`config.mk`:
```
export PLATFORM = sky130hd
export DESIGN_NAME = rmd_out
export DESIGN_NICKNAME = d
export VERILOG_FILES = /design/src/rtl/core/rgba_mip_downsample_2x2_macros.svh /design/src/rtl/core/rmd_pkg.sv /design/src/rtl/core/rmd_out.sv
export SDC_FILE = /design/constraint.sdc
export NUM_CORES = 1
export LEC_CHECK = 0
export BUFFER_PORTS_ARGS = -buffer_cell sky130_fd_sc_hd__buf_2
export CORE_AREA = 2 2 91 93
export DETAILED_ROUTE_END_ITERATION = 16
export DIE_AREA = 0 0 93 95
export PLACE_DENSITY = 0.92
export SLEW_MARGIN = 5
export SYNTH_ARGS = -nofsm -noshare
export SYNTH_HDL_FRONTEND = slang
export SYNTH_SLANG_ARGS = --single-unit
```
`constraint.sdc`:
```
create_clock -name clk -period 4.6 [get_ports clk]
set_input_delay 0.46 -clock clk [delete_from_list [all_inputs] [get_ports clk]]
set_output_delay 0.46 -clock clk [all_outputs]
set_load 0.01 [all_outputs]
```
`src/rtl/core/rgba_mip_downsample_2x2_macros.svh`:
```
// ----------------------------------------------------------------------------
// RGBA mip downsampler assertion macros
// Shared wrappers for the concurrent assertions of the downsampler core.
// ----------------------------------------------------------------------------
`ifndef RGBA_MIP_DOWNSAMPLE_2X2_MACROS_SVH
`define RGBA_MIP_DOWNSAMPLE_2X2_MACROS_SVH

// The consequent must hold in the same cycle as the antecedent.
`define RMD_ASSERT_IMPLY(label, clk, rst_n, ante, cons, msg) \
	label: assert property (@(posedge clk) disable iff (!rst_n) (ante) |-> (cons)) \
		else $error(msg);

// The condition must hold at every clock edge outside reset.
`define RMD_ASSERT_ALWAYS(label, clk, rst_n, cond, msg) \
	label: assert property (@(posedge clk) disable iff (!rst_n) 1'b1 |-> (cond)) \
		else $error(msg);

`endif

```
`src/rtl/core/rmd_pkg.sv`:
```
// ----------------------------------------------------------------------------
// RGBA mip downsampler package
// Geometry limits, field widths, register indexes and shared types.
// ----------------------------------------------------------------------------
package rmd_pkg;

	localparam int MAX_WIDTH  = 4096;
	localparam int MAX_HEIGHT = 4096;
	localparam int LINE_DEPTH = MAX_WIDTH / 2;

	// Configuration field width and column/row counter widths.
	localparam int DIM_W = 13;
	localparam int XW    = (MAX_WIDTH > 2) ? $clog2(MAX_WIDTH) : 1;
	localparam int YW    = $clog2(MAX_HEIGHT);
	localparam int OXW   = (LINE_DEPTH > 1) ? $clog2(LINE_DEPTH) : 1;
	localparam int OYW   = YW - 1;

	localparam int CH_W   = 8;
	localparam int N_CH   = 4;
	localparam int PAIR_W = CH_W + 1;
	localparam int PIX_W  = N_CH * CH_W;
	localparam int LINE_W = N_CH * PAIR_W;

	localparam int CFG_IDX_W = 2;
	localparam logic [CFG_IDX_W-1:0] REG_SRC_WIDTH  = CFG_IDX_W'(0);
	localparam logic [CFG_IDX_W-1:0] REG_SRC_HEIGHT = CFG_IDX_W'(1);

	typedef logic [N_CH-1:0][CH_W-1:0]   pixel_t;
	typedef logic [N_CH-1:0][PAIR_W-1:0] pair_t;

	// Derived image geometry, kept in registers after each configuration write.
	typedef struct packed {
		logic           w_one;    // width is one: a pixel pairs with itself
		logic           w_trim;   // odd width above one: last column is dropped
		logic [XW-1:0]  w_last;   // last source column
		logic [OXW-1:0] dw_last;  // last destination column
		logic           h_one;
		logic           h_trim;
		logic [YW-1:0]  h_last;
		logic [OYW-1:0] dh_last;
	} geom_t;

	// One completed square on its way to the output stage.
	typedef struct packed {
		pair_t pair;   // horizontal pair sums of the lower row
		logic  h_one;  // upper row equals lower row
		logic  last;   // final destination pixel
	} item_t;

	// Zero counts as one, anything above the limit saturates.
	function automatic logic [DIM_W-1:0] clamp_dim(input logic [DIM_W-1:0] v, input int limit);
		logic [DIM_W-1:0] r;
		r = v;
		if (v == '0) begin
			r = DIM_W'(1);
		end else if (v > limit) begin
			r = DIM_W'(limit);
		end
		return r;
	endfunction

endpackage

```
`src/rtl/core/rmd_out.sv`:
```
// ----------------------------------------------------------------------------
// RGBA mip downsampler output stage
// Holds a completed square, forms the rounded averages and drives the result.
// ----------------------------------------------------------------------------
module rmd_out (
	input  logic                       clk,
	input  logic                       arst_n,
	input  logic                       in_valid,
	input  rmd_pkg::item_t             item,
	input  rmd_pkg::pair_t             upper_mem,
	output logic                       ready,
	output logic                       m_tvalid,
	input  logic                       m_tready,
	output logic [rmd_pkg::PIX_W-1:0]  m_tdata,
	output logic                       m_tlast
);
	import rmd_pkg::*;

	item_t                item_s1;
	logic                 valid_s1;
	logic                 tvalid_q;
	pixel_t               tdata_q;
	logic                 tlast_q;
	logic                 out_adv;
	pixel_t               avg;
	logic [PAIR_W-1:0]    upper;
	logic [PAIR_W:0]      sum;

	assign out_adv = !tvalid_q || m_tready;
	assign ready   = !valid_s1 || out_adv;

	// Rounded average of the four source pixels: (upper + lower + 2) / 4.
	always_comb begin
		upper = '0;
		sum   = '0;
		avg   = '0;
		for (int c = 0; c < N_CH; c++) begin
			upper  = item_s1.h_one ? item_s1.pair[c] : upper_mem[c];
			sum    = {1'b0, upper} + {1'b0, item_s1.pair[c]} + (PAIR_W + 1)'(2);
			avg[c] = sum[PAIR_W:2];
		end
	end

	always_ff @(posedge clk or negedge arst_n) begin
		if (!arst_n) begin
			valid_s1 <= 1'b0;
			tvalid_q <= 1'b0;
		end else begin
			if (in_valid) begin
				valid_s1 <= 1'b1;
			end else if (out_adv) begin
				valid_s1 <= 1'b0;
			end
			if (out_adv) begin
				tvalid_q <= valid_s1;
			end
		end
	end

	always_ff @(posedge clk) begin
		if (in_valid) begin
			item_s1 <= item;
		end
		if (out_adv) begin
			tdata_q <= avg;
			tlast_q <= item_s1.last;
		end
	end

	assign m_tvalid = tvalid_q;
	assign m_tdata  = tdata_q;
	assign m_tlast  = tlast_q;

endmodule

```
==> reports/results.ini <==
[run_status]
status=finished clean

[sta]
tns_ns=0
finClkSkew_ns=0.0116
fin_crit_ns=2.92
finalHoldViolCount=0
rsz0062_at_grt=no
finalSetupViolCount=0
slew-limit-headroom=0.377
max_freq_ghz=0.343
post-route-period-util=0.634
maxSlewViolCount=0
worstMarginPinSlew_ns=0.934

[route]
wl_per_cell_um=15.6
firstDrtPassIters=4
drt.antenna.violating_nets=0
via_per_inst=5.45
vias=3067
drc=0
drt-total-wl_um=8790
drtIter0Drc=79

[worst_setup_path]
critical_path.startpoint_type=register
worstPathArrival_ns=3.02
crit_path_max_fanout=17
critPathCaptureType=register
crit_slowest_cell=fa_1
cp.required_ns=4.70
max_stage_delay_ns=0.48
critPathKind=register to register
cp_common_cell=o211ai_1
worstPathCellList=buf_4, mux2_2, ha_1, fa_1, a21o_1, a21oi_1, o211ai_1, o211ai_1, xnor2_1

[pwr]
p_int_mw=1.51
power_density_nw_per_um2=418
combPwrFrac=0.356
leakage_nw=2.34
power_frac_clock=0.214
power_switching_uw=687
power_frac_seq=0.430
switching_share=0.312
ir_drop_uv=243

[job]
drv_cap=0

[grt]
grt_max_degree=40
antenna_found_initial=1
grt_use_total=0.204
grt_pass1_vias=3223
gr-total-overflow=0
grt_pass1_wl_um=14000

[synthesis]
seq_area_frac_synth=0.497
synth_cells=332
synth_edf_count=71
synthArstFlopShare=0.0274
synth_area_um2=4390
ys_ff_latch=73
postSynthNetCount=474
ys.flop_type=edfxtp_1
ys_warn_count=0
ys_types=34
synth_area_per_cell_um2=13.2

[placement]
place.gp.congestion=0.896
portBuffers=112
hpwlAfterDp_um=6700

[min_path]
min_path_type=input pin to register

[clocking]
cts_sinks=73
post_cts.repair.setup_buffers=0
cts_tree=built
clkTransAtPathRegs_ns=0.08
clk_latency_ns=0.34
cts_root_buffer=clkbuf_8
cts-htree-levels=3
numCtsBuffers=9
clockBufferDepth=2
hold_buffers=1
ctsResizeCount=0

[floorplanning]
start_util=0.554
ios=113
core-area_um2=7930
die-area_um2=8840
die_y_um=95
fp.dieW_um=93
fp-row-count=33

[finish]
drive_gt1_frac=0.347
final_nets=596
final_common_cell=buf_2
num_antenna_cells=0
syn_to_final_growth_pct=19.8
final_cell_mix=buf_2, edfxtp_1, ha_1, mux2_2, a21oi_1
fin_util=0.664

## per-stage QoR
stage | area (um2) | hold WS (ns) | cells | setup slack [ns] | power [mW]
2_1_floorplan | 4390 | 0.164 | 332 | 1.87 | 1.49
3_3_place_gp | 5080 | 0.246 | 547 | 1.84 | 1.69
3_5_place_dp | 5080 | 0.252 | 547 | 1.71 | 1.74
4_1_cts | 5270 | 0.277 | 563 | 1.70 | 2.21
5_1_grt | 5270 | 0.279 | 563 | 1.41 | 2.33
6_report | 5270 | 0.287 | 563 | 1.68 | 2.20
## cells by family (layout without fill, tap and decap cells)
family                   after synthesis  in the layout  share of synthesized area
AO/OA/AOI/OAI                         60             60                     0.0868
XOR/XNOR                              24             24                     0.0478
adder cells (fa/ha/maj)               64             64                      0.189
buffers and inverters                 17            143                     0.0162
flip-flops                            73             73                      0.497
multiplexers                          33             33                     0.0831
AND/OR/NAND/NOR                       61             61                     0.0803
## routing by layer
metal | vias to the layer above | wire length, um | global-route usage
met2 | 87 | 4680 | 0.390
met1 | 1451 | 3450 | 0.220
met4 | 2 | 211 | 0.0895
met3 | 20 | 438 | 0.0375
met5 | - | 12 | 0
li1 | 1507 | - | -
## synthesized netlist by cell type, drive strengths merged, types with 5 or more instances
cell type	number	share of area
o211ai	10	0.017
a21oi	21	0.024
mux2	28	0.072
xnor2	17	0.034
mux2i	5	0.011
nand2	13	0.011
nor2b	5	0.0071
a21o	8	0.014
o21ai	9	0.010
ha	60	0.17
nand3	11	0.013
nor2	9	0.0077
inv	13	0.011
xor2	7	0.014
edfxtp	71	0.49
## worst max-delay path, delay by kind of cell, from the launching register on
family	cells	cell delay, ns
adder cells (fa/ha/maj)	2	0.81
AO/OA/AOI/OAI	4	0.80
multiplexers	1	0.37
flip-flops	1	0.35
buffers and inverters	1	0.27
XOR/XNOR	1	0.08
## power by group through the flow
stage | logic [mW] | clock network (mW) | registers (mW)
2_1_floorplan | 0.475 | 0 | 1.01
3_3_place_gp | 0.736 | 0 | 0.955
3_5_place_dp | 0.778 | 0 | 0.962
4_1_cts | 0.785 | 0.478 | 0.947
5_1_grt | 0.871 | 0.498 | 0.957
6_report | 0.784 | 0.470 | 0.946
## worst paths after layout
| kind | cells past startpoint | end | slack, ns | start |
|---|---|---|---|---|
| worst max-delay path | 9 | m_tdata[31] | 1.68 | item_s1[1] |
| worst min-delay path | 1 | item_s1[27] | 0.29 | item[27] |
| worst max register to register | 9 | m_tdata[31] | 1.68 | item_s1[1] |
| worst min register to register | 0 | m_tlast | 0.42 | item_s1[0] |
| max in group asynchronous | 2 | m_tvalid | 4.07 | arst_n |
| min in group asynchronous | 2 | valid_s1 | 0.44 | arst_n |
## flip-flops by register name, summed over array words and instances, names as in the netlist
name      cells
item_s1      38
m_tdata      32
m_tlast       1
m_tvalid      1
valid_s1      1
## area by class of cell
type / count / area [um2]
fill: 632 / 2660
clock buffer: 10 / 128
sequential: 73 / 2180
multi-input combinational: 242 / 2140
tap: 105 / 131
clock inverter: 5 / 47.5
inverter: 13 / 48.8
timing repair buffer: 115 / 586
Power figures use the tool's default switching activity.
