==> config.mk <==
export PLATFORM = sky130hd
export DESIGN_NAME = rmd_cfg
export DESIGN_NICKNAME = d
export VERILOG_FILES = /design/src/rtl/core/rgba_mip_downsample_2x2_macros.svh /design/src/rtl/core/rmd_pkg.sv /design/src/rtl/core/rmd_cfg.sv
export SDC_FILE = /design/constraint.sdc
export NUM_CORES = 1
export LEC_CHECK = 0
export BUFFER_PORTS_ARGS = -buffer_cell sky130_fd_sc_hd__buf_2
export CAP_MARGIN = 5
export CELL_PAD_IN_SITES_DETAIL_PLACEMENT = 2
export CELL_PAD_IN_SITES_GLOBAL_PLACEMENT = 2
export CORE_ASPECT_RATIO = 1.2
export CORE_MARGIN = 5
export CORE_UTILIZATION = 33
export CTS_CLUSTER_DIAMETER = 60
export DETAILED_ROUTE_END_ITERATION = 10
export PLACE_DENSITY = 0.9
export SETUP_SLACK_MARGIN = 0.02
export SLEW_MARGIN = 40
export SYNTH_ARGS = -nofsm -noshare
export SYNTH_HDL_FRONTEND = slang
export SYNTH_SLANG_ARGS = --single-unit
==> constraint.sdc <==
create_clock -name clk -period 2.19 [get_ports clk]
set_clock_uncertainty 0.1 [all_clocks]
set_input_delay 0 -clock clk [delete_from_list [all_inputs] [get_ports clk]]
set_output_delay 0 -clock clk [all_outputs]
set_load 0.01 [all_outputs]
==> src/rtl/core/rgba_mip_downsample_2x2_macros.svh <==
// ----------------------------------------------------------------------------
// RGBA mip downsampler assertion macros
// Shared wrappers for the concurrent assertions of the downsampler core.
// ----------------------------------------------------------------------------
`ifndef RGBA_MIP_DOWNSAMPLE_2X2_MACROS_SVH
`define RGBA_MIP_DOWNSAMPLE_2X2_MACROS_SVH

// The consequent must hold in the same cycle as the antecedent.
`define RMD_ASSERT_IMPLY(label, clk, rst_n, ante, cons, msg) \
	label: assert property (@(posedge clk) disable iff (!rst_n) (ante) |-> (cons)) \
		else $error(msg);

// The condition must hold at every clock edge outside reset.
`define RMD_ASSERT_ALWAYS(label, clk, rst_n, cond, msg) \
	label: assert property (@(posedge clk) disable iff (!rst_n) 1'b1 |-> (cond)) \
		else $error(msg);

`endif

==> src/rtl/core/rmd_pkg.sv <==
// ----------------------------------------------------------------------------
// RGBA mip downsampler package
// Geometry limits, field widths, register indexes and shared types.
// ----------------------------------------------------------------------------
package rmd_pkg;

	localparam int MAX_WIDTH  = 4096;
	localparam int MAX_HEIGHT = 4096;
	localparam int LINE_DEPTH = MAX_WIDTH / 2;

	// Configuration field width and column/row counter widths.
	localparam int DIM_W = 13;
	localparam int XW    = (MAX_WIDTH > 2) ? $clog2(MAX_WIDTH) : 1;
	localparam int YW    = $clog2(MAX_HEIGHT);
	localparam int OXW   = (LINE_DEPTH > 1) ? $clog2(LINE_DEPTH) : 1;
	localparam int OYW   = YW - 1;

	localparam int CH_W   = 8;
	localparam int N_CH   = 4;
	localparam int PAIR_W = CH_W + 1;
	localparam int PIX_W  = N_CH * CH_W;
	localparam int LINE_W = N_CH * PAIR_W;

	localparam int CFG_IDX_W = 2;
	localparam logic [CFG_IDX_W-1:0] REG_SRC_WIDTH  = CFG_IDX_W'(0);
	localparam logic [CFG_IDX_W-1:0] REG_SRC_HEIGHT = CFG_IDX_W'(1);

	typedef logic [N_CH-1:0][CH_W-1:0]   pixel_t;
	typedef logic [N_CH-1:0][PAIR_W-1:0] pair_t;

	// Derived image geometry, kept in registers after each configuration write.
	typedef struct packed {
		logic           w_one;    // width is one: a pixel pairs with itself
		logic           w_trim;   // odd width above one: last column is dropped
		logic [XW-1:0]  w_last;   // last source column
		logic [OXW-1:0] dw_last;  // last destination column
		logic           h_one;
		logic           h_trim;
		logic [YW-1:0]  h_last;
		logic [OYW-1:0] dh_last;
	} geom_t;

	// One completed square on its way to the output stage.
	typedef struct packed {
		pair_t pair;   // horizontal pair sums of the lower row
		logic  h_one;  // upper row equals lower row
		logic  last;   // final destination pixel
	} item_t;

	// Zero counts as one, anything above the limit saturates.
	function automatic logic [DIM_W-1:0] clamp_dim(input logic [DIM_W-1:0] v, input int limit);
		logic [DIM_W-1:0] r;
		r = v;
		if (v == '0) begin
			r = DIM_W'(1);
		end else if (v > limit) begin
			r = DIM_W'(limit);
		end
		return r;
	endfunction

endpackage

==> src/rtl/core/rmd_cfg.sv <==
// ----------------------------------------------------------------------------
// RGBA mip downsampler configuration registers
// Takes width and height writes and keeps the derived geometry in registers.
// ----------------------------------------------------------------------------
module rmd_cfg (
	input  logic                           clk,
	input  logic                           arst_n,
	input  logic                           cfg_valid,
	output logic                           cfg_ready,
	input  logic [rmd_pkg::CFG_IDX_W-1:0]  cfg_index,
	input  logic [rmd_pkg::DIM_W-1:0]      cfg_data,
	output rmd_pkg::geom_t                 geom,
	output logic                           restart
);
	import rmd_pkg::*;

	geom_t            geom_q;
	logic [DIM_W-1:0] w_c;
	logic [DIM_W-1:0] h_c;
	logic [DIM_W-1:0] w_m1;
	logic [DIM_W-1:0] h_m1;
	logic [DIM_W-1:0] dw_m1;
	logic [DIM_W-1:0] dh_m1;
	logic             w_one_c;
	logic             h_one_c;

	assign cfg_ready = 1'b1;

	always_comb begin
		w_c     = clamp_dim(cfg_data, MAX_WIDTH);
		h_c     = clamp_dim(cfg_data, MAX_HEIGHT);
		w_one_c = (w_c == DIM_W'(1));
		h_one_c = (h_c == DIM_W'(1));
		w_m1    = w_c - DIM_W'(1);
		h_m1    = h_c - DIM_W'(1);
		dw_m1   = w_one_c ? '0 : (w_c >> 1) - DIM_W'(1);
		dh_m1   = h_one_c ? '0 : (h_c >> 1) - DIM_W'(1);
	end

	// Any write to a known register starts a new image.
	assign restart = cfg_valid && cfg_ready &&
		(cfg_index == REG_SRC_WIDTH || cfg_index == REG_SRC_HEIGHT);

	always_ff @(posedge clk or negedge arst_n) begin
		if (!arst_n) begin
			geom_q.w_one   <= 1'b1;
			geom_q.w_trim  <= 1'b0;
			geom_q.w_last  <= '0;
			geom_q.dw_last <= '0;
			geom_q.h_one   <= 1'b1;
			geom_q.h_trim  <= 1'b0;
			geom_q.h_last  <= '0;
			geom_q.dh_last <= '0;
		end else if (cfg_valid && cfg_ready) begin
			case (cfg_index)
				REG_SRC_WIDTH: begin
					geom_q.w_one   <= w_one_c;
					geom_q.w_trim  <= !w_one_c && w_c[0];
					geom_q.w_last  <= XW'(w_m1);
					geom_q.dw_last <= OXW'(dw_m1);
				end
				REG_SRC_HEIGHT: begin
					geom_q.h_one   <= h_one_c;
					geom_q.h_trim  <= !h_one_c && h_c[0];
					geom_q.h_last  <= YW'(h_m1);
					geom_q.dh_last <= OYW'(dh_m1);
				end
				default: begin
				end
			endcase
		end
	end

	assign geom = geom_q;

endmodule

==> flow_summary.yaml <==
cells_and_area:
  antenna_cells: 0
  final_layout_size_suffix_gt1_frac: 0.3232
  utilization: 0.4313
  nets: 383
  syn_to_final_growth_pct: 27.39
  largest_reg_flops: 50
yosys:
  ys_top_cells_by_count: "62 x nand2_1, 48 x dfrtp_1, 36 x o21ai_0, 20 x clkbuf_1, 10 x nor2_1"
  yosysWarnings: 0
  synthCells: 285
  async_flop_share: 1.000
  synthFlopType: "dfrtp_1"
  synthTopCellsByArea: "dfrtp_1 46%, nand2_1 9.0%, o21ai_0 6.9%"
  ys_ff_latch: 50
  synth_most_common_cell: "nand2_1"
  synth.avg_cell_area_um2: 9.105
  ys_seq_area_frac: 0.4831
  synth_top_area_frac: 0.4629
  synth_edf_count: 0
  synthDistinctLibCells: 52
  yosysTopAreaCell: "dfrtp_1"
  synth_nets: 307
  synth_area_um2: 2595
timing:
  fin_setup_tns_ns: 0
  period_minus_slack_ns: 1.854
  rsz0062_at_grt: "no"
  whs_ns: -0.003133
  worst_pin_slew_ns: 0.6532
  hold_violations: 1
  drv_slew: 0
  final-setup-viol-count: 0
  fmax_ghz: 0.5394
  relSlewSlack: 0.5605
  fin_crit_sh: 0.8465
clock_tree:
  cts_buffer_depth: 2
  clk_pin_slew_ns: 0.09
  cts_resized: 0
  clock_latency_ns: 0.30
  holdBufCountCts: 1
  clockRootBuffer: "clkbuf_8"
  post_cts_buffers: 0
  cts_tree: "built"
  htreeDepth: 2
  cts_buffers: 5
  clkSinkCount: 50
grt:
  overflow: 0
  grt_max_degree: 51
  antenna_found_initial: 0
  grt_pass1_wl_um: 15120
  grt_usage: 0.1917
  grt_pass1_vias: 2781
pwr:
  p_sw_frac: 0.3097
  switchingPower_uw: 829.5
  p_int_mw: 1.849
  clkPwrFrac: 0.307
  irDropWorstVdd_mv: 0.3659
  comb_power_share: 0.255
  p_leak_nw: 1.607
  power_frac_seq: 0.438
  power_density_nw_per_um2: 810.4
worst_hold_path:
  hold_path.class: "in2reg"
  hp-start: "cfg_index[0]"
routing:
  wl_per_cell_um: 20.09
  wl_um: 9123
  via_per_inst: 5.458
  vias: 2478
  dr.pass1.iters: 4
  postRouteAntennaNets: 0
  drc: 0
  initialDrtViolationCount: 87
flow_run:
  cap_violations: 0
worst_setup_path:
  worst_ep_arrival_time_ns: 1.99
  cp_max_fo: 8
  path_class: "in2reg"
  crit_start: "cfg_data[8]"
  start_kind: "input pin"
  cp.required_ns: 2.33
  rr_startpoint: "geom[22]"
  worstSetupEndpointType: "flop"
status:
  violations: "negative hold slack"
  outcome: "finished, violations left"
placed_design:
  detailed_place_hpwl_um: 6710
  place_congestion: 0.8808
  portBuffers: 68
die:
  io_pins: 70
  core_area_um2: 7664
  die_y_um: 107.1
  die_x_um: 90.95
  rows: 35
  start_util: 0.3386
  dieArea_um2: 9744
==> placed cells by master, fill, tap and decap left out, drive strengths merged, types with 2 or more instances in the layout <==
| master | n |
|---|---|
| a211o | 2 |
| o31ai | 4 |
| xnor2 | 5 |
| a31oi | 3 |
| dfrtp | 48 |
| or3 | 2 |
| clkbuf | 6 |
| or4 | 2 |
| a21o | 3 |
| nor3 | 6 |
| bufinv | 2 |
| a21oi | 5 |
| nor2b | 5 |
| inv | 6 |
| nand3 | 6 |
| o21ai | 40 |
| dfstp | 2 |
| a31o | 2 |
| nor4 | 5 |
| a211oi | 2 |
| nand4 | 4 |
| o211ai | 3 |
| ha | 4 |
| and2 | 2 |
| mux2 | 5 |
| nand2 | 62 |
| nor2 | 10 |
| a32oi | 3 |
| mux2i | 3 |
| buf | 92 |
==> routing by layer <==
metal / track usage / wire length, µm / up-vias
li1: - / - / 1145
met2: 0.3495 / 4738 / 56
met3: 0.03509 / 350 / 11
met1: 0.2241 / 3846 / 1266
met5: 0 / 0 / -
met4: 0.06394 / 188 / 0
==> power by group through the flow <==
stage / logic (mW) / clock network (mW) / registers (mW)
global route: 0.755 / 0.883 / 1.20
floorplan: 0.265 / 0 / 1.27
CTS: 0.700 / 0.831 / 1.18
detailed placement: 0.686 / 0 / 1.20
global placement: 0.652 / 0 / 1.19
finish: 0.684 / 0.822 / 1.17
==> final timing paths <==
check                           end  slack, ns  cells after the start
setup / recovery           geom[10]       0.34                      7
hold / removal             geom[37]     -0.003                      4
setup reg to reg           geom[22]       1.28                      2
hold reg to reg            geom[41]       0.39                      2
max in group asynchronous  geom[15]       1.31                      3
min in group asynchronous  geom[29]       0.20                      3
==> kinds of logic after synthesis <==
kind of cell | count (synthesis) | synth area share
simple gates | 110 | 0.2006
compound gates | 76 | 0.1900
flops | 50 | 0.4831
buf+inv | 30 | 0.05062
mux | 8 | 0.03471
xor+xnor | 6 | 0.02025
fa+ha+maj | 4 | 0.01929
other cells | 1 | 0.001445
==> area by class of cell <==
type                    instances  area [µm²]
fillers                       863        4358
flip-flops and latches         50        1254
multi-input cells             205        1216
repair buffers                 93       555.5
well taps                      92       115.1
clock buffers                   6       82.58
clock inverters                 2       60.06
inverters                       6       22.52
==> critical path, stage by stage <==
cell and delay, ns:
buf_2 0.12, buf_4 0.16, or4_1 0.59, o41a_1 0.40, a22o_2 0.28, mux2_4 0.32
o21ai_2 0.12
==> through the flow <==
| step | hold slack, ns | area, µm² | worst slack (ns) | power, mW | cells |
|---|---|---|---|---|---|
| detailed placement | 0.06398 | 3153 | -0.004267 | 1.882 | 445 |
| global route | 0.02549 | 3306 | 0.2105 | 2.836 | 454 |
| floorplan | -0.3956 | 2603 | 0.03101 | 1.530 | 285 |
| CTS | 0.0004296 | 3306 | 0.3414 | 2.709 | 454 |
| global placement | 0.03940 | 3153 | 0.1187 | 1.838 | 445 |
| finish | -0.003133 | 3306 | 0.3363 | 2.679 | 454 |
(Power assumes the default switching activity.)
